**config.mk**
```make
export PLATFORM = sky130hd
export DESIGN_NAME = glyph_line_packer
export DESIGN_NICKNAME = d
export VERILOG_FILES = /design/src/rtl/core/glp_pkg.sv /design/src/rtl/core/glyph_line_packer.sv /design/src/rtl/core/glp_ram.sv
export SDC_FILE = /design/constraint.sdc
export NUM_CORES = 2
export LEC_CHECK = 0
export BUFFER_PORTS_ARGS = -buffer_cell sky130_fd_sc_hd__buf_2
export CORE_MARGIN = 2
export CORE_UTILIZATION = 45
export DETAILED_ROUTE_END_ITERATION = 10
export PLACE_DENSITY = 0.7
export SYNTH_ARGS = -nofsm -noshare
export SYNTH_HDL_FRONTEND = slang
export SYNTH_SLANG_ARGS = --single-unit
```
**constraint.sdc**
```tcl
create_clock -name clk -period 4.3 [get_ports clk]
set_input_delay 0 -clock clk [delete_from_list [all_inputs] [get_ports clk]]
set_output_delay 0 -clock clk [all_outputs]
set_load 0.05 [all_outputs]
```
**src/rtl/core/glp_pkg.sv**
```systemverilog
// Shared types and constants for the glyph line packer.
// Used by glyph_line_packer; no dependencies.
package glp_pkg;

  // Default store depth and register reset values.
  localparam int MAX_LETTERS_DEF = 32;
  localparam logic [19:0] LINE_LIMIT_RESET = 20'd1000000;
  localparam logic [3:0]  MIP_LEVELS_RESET = 4'd0;

  // Configuration register indexes.
  localparam logic [1:0] CFG_MIP_LEVELS = 2'd0;
  localparam logic [1:0] CFG_LINE_LIMIT = 2'd1;

  // Input commands.
  localparam logic CMD_LOAD  = 1'b0;
  localparam logic CMD_CLEAR = 1'b1;

  // Input item.
  typedef struct packed {
    logic        command;
    logic [15:0] glyph_width;
    logic        last;
  } glp_in_t;

  // Result item.
  typedef struct packed {
    logic        is_summary;
    logic [4:0]  glyph_index;
    logic [4:0]  line_index;
    logic [5:0]  line_count;
    logic [19:0] max_line_width;
    logic        overflow;
    logic        last_result;
  } glp_out_t;

  // Sequencer states.
  typedef enum logic [3:0] {
    S_IDLE,
    S_RANK_A,
    S_RANK_B,
    S_RANK_SCAN,
    S_LINES,
    S_INIT,
    S_PICK_A,
    S_PICK_B,
    S_PICK_C,
    S_SCAN,
    S_UPD,
    S_CHECK,
    S_EMIT,
    S_SUM
  } glp_state_t;

endpackage

```
**src/rtl/core/glyph_line_packer.sv**
```systemverilog
// Glyph line packer top level: load store, sort, line packing and result sequencer.
// Depends on glp_pkg and glp_ram.
//
// Usage: an item is taken when start is high and busy is low. A load item
// (command 0) writes one glyph width into the width memory, so
// items stream at one per cycle while loading. A clear item empties the set.
// A load item with last set starts packing; busy stays high until the run ends.
// Packing of n glyphs runs ranking (one width memory read per compare), then
// finds the start line count, then runs each attempt with L lines (one line
// load read per candidate line), then result output. The width and line load
// memories are read one entry a cycle.
// Results appear on result with result_valid high for exactly one cycle:
// one per glyph in load order, then a summary with last_result set. The
// receiver cannot stall; every result is taken the cycle it is shown.
// Reset empties the loaded set and loads the register defaults; memories
// are not cleared. Registers are written through cfg_write; the user must
// do so only while idle, as the block itself does not enforce it.
module glyph_line_packer
  import glp_pkg::*;
#(
  parameter int MAX_LETTERS = MAX_LETTERS_DEF
) (
  input  logic        clk,
  input  logic        rst,
  input  logic        start,
  output logic        busy,
  input  glp_in_t     in_item,
  output logic        result_valid,
  output glp_out_t    result,
  input  logic        cfg_write,
  input  logic [1:0]  cfg_index,
  input  logic [19:0] cfg_data
);

  localparam int IDX_W  = (MAX_LETTERS > 1) ? $clog2(MAX_LETTERS) : 1;
  localparam int CNT_W  = $clog2(MAX_LETTERS + 1);
  localparam int LOAD_W = 17 + CNT_W;
  localparam int ACC_W  = 20 + CNT_W;
  localparam int RND_W  = ((LOAD_W > 20) ? LOAD_W : 20) + 1;

  glp_state_t state, state_next;

  logic [3:0]        mip_levels;
  logic [19:0]       line_limit;
  logic [CNT_W-1:0]  cnt;
  logic [LOAD_W-1:0] total;
  logic [CNT_W-1:0]  i_idx, j_idx, jd, rank, lines, b_idx, bd;
  logic [15:0]       wi, wg;
  logic [ACC_W-1:0]  acc;
  logic [IDX_W-1:0]  g, best;
  logic [LOAD_W-1:0] best_load, longest, new_load;
  logic              sv;

  // Memory ports.
  logic              w_we, so_we, ll_we, al_we;
  logic [IDX_W-1:0]  w_waddr, w_raddr, so_waddr, so_raddr;
  logic [IDX_W-1:0]  ll_waddr, ll_raddr, al_waddr, al_raddr;
  logic [15:0]       w_rdata;
  logic [IDX_W-1:0]  so_wdata, so_rdata, al_wdata, al_rdata;
  logic [LOAD_W-1:0] ll_wdata, ll_rdata;

  logic              accept;
  logic [19:0]       mask, limit;
  logic [RND_W-1:0]  longest_ext, mask_ext, rounded, limit_ext;
  logic              too_long, scan_done, rank_hit;

  assign busy   = (state != S_IDLE);
  assign accept = start && !busy;

  // Aligned limit and rounded longest line.
  assign mask        = (20'd1 << mip_levels) - 20'd1;
  assign limit       = line_limit & ~mask;
  assign longest_ext = RND_W'(longest);
  assign mask_ext    = RND_W'(mask);
  assign limit_ext   = RND_W'(limit);
  assign rounded     = (longest_ext + mask_ext) & ~mask_ext;
  assign too_long    = longest_ext > limit_ext;
  assign new_load    = best_load + LOAD_W'(wg) + LOAD_W'(3);
  assign rank_hit    = (w_rdata > wi) || ((w_rdata == wi) && (jd > i_idx));

  // A scan is done once its counter reached the end and the last read drained.
  always_comb begin
    scan_done = 1'b0;
    if (state == S_RANK_SCAN) begin
      scan_done = (j_idx == cnt) && !sv;
    end else if (state == S_SCAN) begin
      scan_done = (b_idx == lines) && !sv;
    end else if (state == S_EMIT) begin
      scan_done = (i_idx == cnt) && !sv;
    end
  end

  glp_ram #(.WIDTH(16), .DEPTH(MAX_LETTERS)) u_width (
    .clk(clk), .we(w_we), .waddr(w_waddr), .wdata(in_item.glyph_width),
    .raddr(w_raddr), .rdata(w_rdata)
  );

  glp_ram #(.WIDTH(IDX_W), .DEPTH(MAX_LETTERS)) u_order (
    .clk(clk), .we(so_we), .waddr(so_waddr), .wdata(so_wdata),
    .raddr(so_raddr), .rdata(so_rdata)
  );

  glp_ram #(.WIDTH(LOAD_W), .DEPTH(MAX_LETTERS)) u_load (
    .clk(clk), .we(ll_we), .waddr(ll_waddr), .wdata(ll_wdata),
    .raddr(ll_raddr), .rdata(ll_rdata)
  );

  glp_ram #(.WIDTH(IDX_W), .DEPTH(MAX_LETTERS)) u_assign (
    .clk(clk), .we(al_we), .waddr(al_waddr), .wdata(al_wdata),
    .raddr(al_raddr), .rdata(al_rdata)
  );

  // Next state and memory control.
  always_comb begin
    state_next = state;
    w_we     = 1'b0;
    w_waddr  = cnt[IDX_W-1:0];
    w_raddr  = i_idx[IDX_W-1:0];
    so_we    = 1'b0;
    so_waddr = rank[IDX_W-1:0];
    so_wdata = i_idx[IDX_W-1:0];
    so_raddr = i_idx[IDX_W-1:0];
    ll_we    = 1'b0;
    ll_waddr = b_idx[IDX_W-1:0];
    ll_wdata = LOAD_W'(1);
    ll_raddr = b_idx[IDX_W-1:0];
    al_we    = 1'b0;
    al_waddr = g;
    al_wdata = best;
    al_raddr = i_idx[IDX_W-1:0];
    unique case (state)
      S_IDLE: begin
        if (accept && in_item.command == CMD_LOAD) begin
          w_we = (cnt < CNT_W'(MAX_LETTERS));
          if (in_item.last) begin
            state_next = S_RANK_A;
          end
        end
      end
      S_RANK_A: begin
        state_next = (i_idx == cnt) ? S_LINES : S_RANK_B;
      end
      S_RANK_B: begin
        state_next = S_RANK_SCAN;
      end
      S_RANK_SCAN: begin
        w_raddr = j_idx[IDX_W-1:0];
        if (scan_done) begin
          so_we      = 1'b1;
          state_next = S_RANK_A;
        end
      end
      S_LINES: begin
        if (acc >= ACC_W'(total) || lines >= cnt) begin
          state_next = S_INIT;
        end
      end
      S_INIT: begin
        ll_we = 1'b1;
        if (b_idx == lines - CNT_W'(1)) begin
          state_next = S_PICK_A;
        end
      end
      S_PICK_A: begin
        state_next = (i_idx == cnt) ? S_CHECK : S_PICK_B;
      end
      S_PICK_B: begin
        w_raddr    = so_rdata;
        state_next = S_PICK_C;
      end
      S_PICK_C: begin
        state_next = S_SCAN;
      end
      S_SCAN: begin
        if (scan_done) begin
          state_next = S_UPD;
        end
      end
      S_UPD: begin
        ll_we      = 1'b1;
        ll_waddr   = best;
        ll_wdata   = new_load;
        al_we      = 1'b1;
        state_next = S_PICK_A;
      end
      S_CHECK: begin
        state_next = (too_long && lines < cnt) ? S_INIT : S_EMIT;
      end
      S_EMIT: begin
        if (scan_done) begin
          state_next = S_SUM;
        end
      end
      S_SUM: begin
        state_next = S_IDLE;
      end
      default: begin
        state_next = S_IDLE;
      end
    endcase
  end

  // State register.
  always_ff @(posedge clk) begin
    if (rst) begin
      state <= S_IDLE;
    end else begin
      state <= state_next;
    end
  end

  // Configuration registers.
  always_ff @(posedge clk) begin
    if (rst) begin
      mip_levels <= MIP_LEVELS_RESET;
      line_limit <= LINE_LIMIT_RESET;
    end else if (cfg_write) begin
      if (cfg_index == CFG_MIP_LEVELS) begin
        mip_levels <= cfg_data[3:0];
      end else if (cfg_index == CFG_LINE_LIMIT) begin
        line_limit <= cfg_data;
      end
    end
  end

  // Loaded set bookkeeping.
  always_ff @(posedge clk) begin
    if (rst) begin
      cnt   <= '0;
      total <= LOAD_W'(1);
    end else if (state == S_SUM) begin
      cnt   <= '0;
      total <= LOAD_W'(1);
    end else if (accept) begin
      if (in_item.command == CMD_CLEAR) begin
        cnt   <= '0;
        total <= LOAD_W'(1);
      end else if (cnt < CNT_W'(MAX_LETTERS)) begin
        cnt   <= cnt + CNT_W'(1);
        total <= total + LOAD_W'(in_item.glyph_width) + LOAD_W'(3);
      end
    end
  end

  // Result strobe.
  always_ff @(posedge clk) begin
    if (rst) begin
      result_valid <= 1'b0;
    end else begin
      result_valid <= ((state == S_EMIT) && sv) || (state == S_SUM);
    end
  end

  // Sort, packing and output datapath.
  always_ff @(posedge clk) begin
    unique case (state)
      S_IDLE: begin
        i_idx <= '0;
      end
      S_RANK_A: begin
        lines <= CNT_W'(1);
        acc   <= ACC_W'(limit);
      end
      S_RANK_B: begin
        wi    <= w_rdata;
        j_idx <= '0;
        rank  <= '0;
        sv    <= 1'b0;
      end
      S_RANK_SCAN: begin
        if (j_idx < cnt) begin
          j_idx <= j_idx + CNT_W'(1);
        end
        sv <= (j_idx < cnt);
        jd <= j_idx;
        if (sv && rank_hit) begin
          rank <= rank + CNT_W'(1);
        end
        if (scan_done) begin
          i_idx <= i_idx + CNT_W'(1);
        end
      end
      S_LINES: begin
        b_idx <= '0;
        if (!(acc >= ACC_W'(total) || lines >= cnt)) begin
          lines <= lines + CNT_W'(1);
          acc   <= acc + ACC_W'(limit);
        end
      end
      S_INIT: begin
        b_idx   <= b_idx + CNT_W'(1);
        i_idx   <= '0;
        longest <= '0;
      end
      S_PICK_A: begin
        sv <= 1'b0;
      end
      S_PICK_B: begin
        g <= so_rdata;
      end
      S_PICK_C: begin
        wg    <= w_rdata;
        b_idx <= '0;
        sv    <= 1'b0;
      end
      S_SCAN: begin
        if (b_idx < lines) begin
          b_idx <= b_idx + CNT_W'(1);
        end
        sv <= (b_idx < lines);
        bd <= b_idx;
        if (sv && (bd == '0 || ll_rdata < best_load)) begin
          best      <= bd[IDX_W-1:0];
          best_load <= ll_rdata;
        end
      end
      S_UPD: begin
        if (new_load > longest) begin
          longest <= new_load;
        end
        i_idx <= i_idx + CNT_W'(1);
      end
      S_CHECK: begin
        b_idx <= '0;
        sv    <= 1'b0;
        if (too_long && lines < cnt) begin
          lines <= lines + CNT_W'(1);
        end else begin
          i_idx <= '0;
        end
      end
      S_EMIT: begin
        if (i_idx < cnt) begin
          i_idx <= i_idx + CNT_W'(1);
        end
        sv <= (i_idx < cnt);
        jd <= i_idx;
        if (sv) begin
          result.is_summary     <= 1'b0;
          result.glyph_index    <= 5'(jd);
          result.line_index     <= 5'(al_rdata);
          result.line_count     <= '0;
          result.max_line_width <= '0;
          result.overflow       <= 1'b0;
          result.last_result    <= 1'b0;
        end
      end
      S_SUM: begin
        result.is_summary     <= 1'b1;
        result.glyph_index    <= '0;
        result.line_index     <= '0;
        result.line_count     <= 6'(lines);
        result.max_line_width <= rounded[19:0];
        result.overflow       <= too_long;
        result.last_result    <= 1'b1;
      end
      default: begin
        sv <= 1'b0;
      end
    endcase
  end

endmodule

```
**src/rtl/core/glp_ram.sv**
```systemverilog
// Generic single write port, single read port RAM with registered read.
// No dependencies.
module glp_ram #(
  parameter int WIDTH = 16,
  parameter int DEPTH = 32
) (
  input  logic                                  clk,
  input  logic                                  we,
  input  logic [(DEPTH > 1 ? $clog2(DEPTH) : 1)-1:0] waddr,
  input  logic [WIDTH-1:0]                      wdata,
  input  logic [(DEPTH > 1 ? $clog2(DEPTH) : 1)-1:0] raddr,
  output logic [WIDTH-1:0]                      rdata
);

  logic [WIDTH-1:0] mem [DEPTH];

  // Write and registered read.
  always_ff @(posedge clk) begin
    if (we) begin
      mem[waddr] <= wdata;
    end
    rdata <= mem[raddr];
  end

endmodule
```
Word-level counts from Yosys, hierarchy flattened
Memory sizes are Yosys's and may differ from the RTL's. A register that Yosys moved wholly into a read port is not among the register bits.
Cells that the tools add are included.
- bitwise operators: 6
- $add $sub $neg: 14
- reductions and logical operators: 47
- magnitude comparators: 12
- shifts and indexed selects: 1
- eq/ne operators: 35
- mux-type cells: 56
- operators with widths (cell ; count):
    23-bit 2-to-1 mux ; 4
    39-bit case mux with 2 select lines ; 1
    6-bit 2-to-1 mux ; 10
    26-bit case mux with 2 select lines ; 1
    4-bit case mux with 13 select lines ; 1
    23-bit by 16-bit adder with 23-bit output ; 2
    23-bit by 2-bit adder with 23-bit output (second input constant) ; 2
    23-bit case mux with 2 select lines ; 1
    20-bit bitwise AND ; 2
    20-bit inverter ; 2
    39-bit 2-to-1 mux ; 1
    6-bit by 1-bit adder with 6-bit output (second input constant) ; 6
    4-bit 2-to-1 mux ; 9
    6-bit case mux with 2 select lines ; 3
    6-bit case mux with 3 select lines ; 2
    6-bit case mux with 5 select lines ; 1
    26-bit by 20-bit adder with 26-bit output ; 1
    26-bit by 23-bit >= comparator with 1-bit output ; 1
    26-bit 2-to-1 mux ; 1
    4-bit equality test (second input constant) ; 6
    6-bit equality test ; 4
    6-bit less-than comparator ; 4
    2-bit != test (second input constant) ; 12
    23-bit by 20-bit greater-than comparator with 1-bit output ; 1
    39 further kinds ; 93
- output and inout bits: 41
- register bits: 254
- input port bits: 44
- memories: 4
- word-level logic and storage cells: 203
- memory bits (writable): 1568
- memory list (name ; words ; width ; read ports ; clocked after Yosys merged registers in ; wr ports ; line ; RTL):
    u_load.mem ; 32 ; 23 ; 1 ; 1 ; 1 ; glp_ram.sv:15 ; logic [WIDTH-1:0] mem [DEPTH];
    u_width.mem ; 32 ; 16 ; 1 ; 1 ; 1 ; glp_ram.sv:15 ;
    u_assign.mem ; 32 ; 5 ; 1 ; 1 ; 1 ; glp_ram.sv:15 ;
    u_order.mem ; 32 ; 5 ; 1 ; 1 ; 1 ; glp_ram.sv:15 ;

Logic depth before layout (Yosys ltp)
- word-level depth: 9
- mapped depth: 21
- mapped depth without buffers: 21

By module
A second synthesis with hierarchy kept.
- cell total of the unflattened synthesis: 5182
- area total of the unflattened synthesis: 79971.7 sq um
- modules (own cells, without submodules) (module ; sequential area each (sq um) ; instances ; cells an instance ; area an instance (sq um)):
    glp_ram at u_load ; 22561.6 ; 1 ; 1619 ; 29243.0
    glp_ram at u_width ; 15695.1 ; 1 ; 1143 ; 20535.9
    glyph_line_packer ; 6986.7 ; 1 ; 1866 ; 17503.0
    glp_ram at u_assign ... ; 4904.7 ; 2 ; 277 ; 6344.8

Worst setup path before layout
No wires, ideal clock.
- kind: reg-to-reg
- from: register best_load[1]
- to: register longest[0], enable pin
- clock period less this slack: 4.518 ns
- slack: -0.218 ns
- data arrival time: 4.099 ns
- buffers on the path: 0
- library setup time: 0.418 ns
- required time: 3.882 ns
- cell stages (with the launch flop): 22
- cell sequence: edfxtp_1 inv_1 ha_1 inv_1 ha_1 fa_1 a211oi_1 o21a_1 o31ai_1 a21oi_1 o21bai_1 or2_2 xor2_1 ha_1 a21o_1 a21o_1 a21oi_1 nor2_1 a211oi_1 o21ai_0 a21oi_1 nand2_1
- word-level cells in the longest chain between the ends: 5
- ends and longest elaborated chain (item ; line ; RTL):
    start, declared ; glyph_line_packer.sv:51 ; logic [LOAD_W-1:0] best_load, longest, new_load;
    start signal, assigned ; glyph_line_packer.sv:314 ; best_load <= ll_rdata;
    23-bit by 16-bit adder with 23-bit output ; glyph_line_packer.sv:78 ; assign new_load = best_load + LOAD_W'(wg) + LOAD_W'(3);
    23-bit by 2-bit adder with 23-bit output ; glyph_line_packer.sv:78 ;
    named net new_load[15] ; glyph_line_packer.sv:51 ;
    23-bit greater-than comparator ; glyph_line_packer.sv:318 ; if (new_load > longest) begin
    2-bit != test (no source line) ; - ;
    2-bit AND reduction (no source line) ; - ;
    end signal, assigned ; glyph_line_packer.sv:319 ; longest <= new_load;
    end, declared ; glyph_line_packer.sv:51 ;
The timed path passes the listed nets, and every way through them passes these cells.
A chain may end at the register's enable or synchronous reset.

Worst setup path after layout
- from: register wg[2]
- to: register longest[21], enable pin
- word-level cells in the longest chain between the ends: 5
- ends and longest elaborated chain (item ; line ; RTL):
    start, declared ; glyph_line_packer.sv:48 ; logic [15:0] wi, wg;
    start signal, assigned ; glyph_line_packer.sv:302 ; wg <= w_rdata;
    23-bit by 16-bit adder with 23-bit output ; glyph_line_packer.sv:78 ;
    23-bit by 2-bit adder with 23-bit output ; glyph_line_packer.sv:78 ;
    named net new_load[15] ; glyph_line_packer.sv:51 ;
    23-bit greater-than comparator ; glyph_line_packer.sv:318 ;
    2-bit != test (no source line) ; - ;
    2-bit AND reduction (no source line) ; - ;
The timed path passes the listed nets, and every way through them passes these cells.

==> impl_results.md <==
- Final min period: 4.20 ns
- TritonCTS Buffers: 185
- Antenna Nets Post-Route: 0
- Gr usage total: a little over a fifth
- Vias: 42700
- Run status: complete, no violations
- Type of origin of the critical path: flip-flop
- Pre-CTS setup slack: -0.354 ns
- IO Port Bufs: 84
- Crit Path Class: reg2reg
- Clock skew: 0.0545 ns
- Worst path most repeated cell: a21oi_2
- Clk pwr share: 34.6%
- Fin cells: 7331
- #FFs+latches synth: 1869
- Grt met1 use: 28.2%
- Fin crit share: 97.7%
- Switching power: 12.4 mW
- Sink Count: approximately 1900
- Die X: 423 µm
- Slowest stage delay, CP: 0.43 ns
- H-tree Lvls: 4
- Worst hold-check slack: 0.152 ns
- Gr busiest metal: met2
- Io pins: 85
- CP bufs+invs: 2
- # fillers: 13400
- Dpl cells: around 7000
- Register area share after synthesis: 69.8%
- Critical Path Sink Type: flip-flop
- Met3 GRT Util: around 3.3%
- EDFF count, synth: 1762
- Mapped cell area: 78900 µm²
- Setup repair after global routing missed its margin: yes
- Hold Crit Class: in2reg
- Max_slew headroom: between 15 and 20%
- Drt wl/cell: between 20 and 30 µm
- Grt ovf: 0
- Async set-reset flop share out of synthesis: 0%
- Setup ws final: roughly 0.10 ns
- Initial antenna violation count: 4
- Comb power frac: 19.6%
- Worst Tran Pin Value: 1.21 ns
- Synth unique cells: 85
- Leak: 29.7 nW
- Switching share of power: 27.0%
- Initial drt markers: ~4500
- Layout cells sized above 1: 24.5%
- First-pass GRT wire length: 281000 µm
- Pre-antenna DRT Iters: 7
- Crit path required time: 4.85 ns
- # rows: 153
- Die ar.: 179000 µm²
- # DRC: 0
- Die height: 423 µm
- CP max FO: 6
- Power Dens Cells: about 500 nW/µm²
- Post-Synthesis Cells: 4402
- Dpl hpwl: around 120000 µm
- Post-Route Setup TNS: 0 ns
- Max Root-Sink Buffers: 3
- Clock Pin Slew Worst Setup and Hold Paths: around 0.060 ns
- Top delay family on crit path: compound AO/OA/AOI/OAI gates
- Via-per-instance ratio: 5.82
- Gpl congestion: 0.885
- Internal Power: around 33 mW
- Worst VDD drop: 0.474 mV
- Largest net degree at the start of global routing: 119
- Syn_area_per_cell: approximately 18 µm²
- Final WL: between 150000 and 200000 µm
- Crit path max-delay cell type: edfxtp_1
- Dominant synthesized flop cell: edfxtp_1
- Synth warn: 0
- Clk Latency, worst-skew pair: 0.83 ns
- Core area: between 150000 and 200000 µm²
- Final nets: 5143
- Fin. max-slew vios: 0
- Final Setup Violations: 0
- Met2 usage: a little over a third
- Number of global-route vias before repair: 43100
- Crit-path cells: ha_4, buf_4, fa_2, a211oi_2, o21a_1, o31ai_4, a21oi_2, o21bai_2, or2_4, xor2_2, ha_2, a21o_1, a21o_1, a21oi_2, nor2_1, a211oi_2, o21ai_2, a21oi_2, buf_6, nand2_8
- Root Buffer: clkbuf_16
- TritonCTS clock tree: built
- # Max-Cap Violations: 0
- Final Hold Viols: 0
- Peak Freq: 238 MHz
- Starting Density: 45.3%
- Critical path arrival: 4.75 ns
- Area growth, synth to finish: 15.7%
- Register share of total power: 45.8%
[per-layer routing]
layer | wire (µm) | part of all wire, % | vias to the layer above
met5 | 13 | 0.0068 | -
met4 | 7390 | 3.9 | 2
li1 | - | - | 18400
met3 | 13000 | 6.9 | 366
met1 | 75200 | 40 | 22200
met2 | 94200 | 50 | 1758
[kinds of logic (layout without fill, tap and decap cells)]
kind of cell	Yosys count	count (layout)	share of synthesized area [%]
multiplexers	606	606	15.0
other	1	4	0.00476
flip-flops	1869	1869	69.8
XOR/XNOR	81	81	0.900
buffers and inverters	363	961	1.89
adder cells (fa/ha/maj)	254	254	4.07
AO/OA/AOI/OAI	431	431	3.53
AND/OR/NAND/NOR	797	800	4.76
[synthesized netlist by cell type (35+ instances only)]
master / number / share of area (%)
edfxtp_1: 1762 / 67
nand3_1: 52 / 0.33
a21oi_1: 122 / 0.77
mux4_2: 458 / 13
and2_1: 57 / 0.45
xnor2_1: 47 / 0.52
buf_1: 35 / 0.17
nor3_1: 39 / 0.25
nor2_1: 278 / 1.3
a21o_1: 55 / 0.52
nand2_1: 202 / 0.96
clkbuf_1: 100 / 0.48
dfxtp_1: 107 / 2.7
inv_1: 188 / 0.89
ha_1: 250 / 4.0
mux2_2: 42 / 0.60
o21ai_0: 102 / 0.65
mux2i_1: 106 / 1.3
[worst register-to-register path, cell delays in order (launching register included)]
cell and delay [ns]:
edfxtp_1 0.43, ha_4 0.26, buf_4 0.13, fa_2 0.41, a211oi_2 0.29, o21a_1 0.23
o31ai_4 0.08, a21oi_2 0.19, o21bai_2 0.11, or2_4 0.24, xor2_2 0.15, ha_2 0.18
a21o_1 0.18, a21o_1 0.16, a21oi_2 0.11, nor2_1 0.05, a211oi_2 0.18, o21ai_2 0.10
a21oi_2 0.22, buf_6 0.18, nand2_8 0.07
[timing repair]
action / CTS / global route
hold buffers: 101 / 0
endpoints found under the setup margin: 28 / 54
cloned: 2 / 1
pin swaps: 10 / 33
endpoints found under the hold margin: 560 / 0
resized for setup: 15 / 69
setup buffers: 11 / 8
[final timing paths]
path,from,endpoint,slack (ns),cells past startpoint
min,cfg_index[0],mip_levels[2],0.15,5
max,wg[2],longest[21],0.1,20
min reg2reg,u_load.rdata[4],best_load[4],0.44,0
max reg2reg,wg[2],longest[21],0.1,20
[layout make-up]
cell class	count	area (µm²)	area share, %
tap	2325	2910	3.19
multi-input combinational	2174	23000	25.3
timing repair buffer	426	3540	3.88
clock inverter	116	1150	1.26
sequential	1869	55100	60.3
inverter	189	709	0.777
antenna	2	5.00	0.00548
clock buffer	230	4840	5.30
[cells in the final DEF, fill, tap and decap left out, drive strengths merged, types with 21 or more instances in the layout]
cell type,instances
edfxtp,1762
mux4,458
buf,325
nor2,278
ha,250
clkbuf,230
nand2,206
inv,196
a21oi,122
dfxtp,107
mux2i,106
o21ai,103
dlygate4sd3,101
clkinv,90
and2,59
a21o,56
nand3,52
xnor2,47
mux2,42
nor3,42
xor2,34
nand4,33
nand2b,23
nor2b,23
o21a,21
[registers in the layout, summed over array words and instances, names as in the netlist, 16 cells and up]
register,flops
u_load.mem,736
u_width.mem,512
u_assign.mem,160
u_order.mem,160
result,38
acc,26
best_load,23
longest,23
total,23
u_load.rdata,23
line_limit,20
u_width.rdata,16
wg,16
wi,16
[per-stage QoR]
| stage | power [mW] | utilization, % | cell area [µm²] |
|---|---|---|---|
| global placement | 30.0 | 48.1 | 83600 |
| detailed placement | 30.2 | 48.1 | 83600 |
| global route | 47.5 | 52.4 | 91200 |
| floorplan | 27.5 | - | 78900 |
| CTS | 46.0 | 52.2 | 90800 |
| finish | 45.7 | 52.4 | 91200 |
[power groups by stage]
stage / clock (mW) / sequential (mW) / combinational [mW]
2_1_floorplan: 0 / 21.2 / 6.30
3_3_place_gp: 0 / 21.3 / 8.72
3_5_place_dp: 0 / 21.3 / 8.86
4_1_cts: 16.1 / 20.9 / 8.98
5_1_grt: 16.8 / 21.0 / 9.70
6_report: 15.8 / 21.0 / 8.98
(Power assumes the default switching activity.)
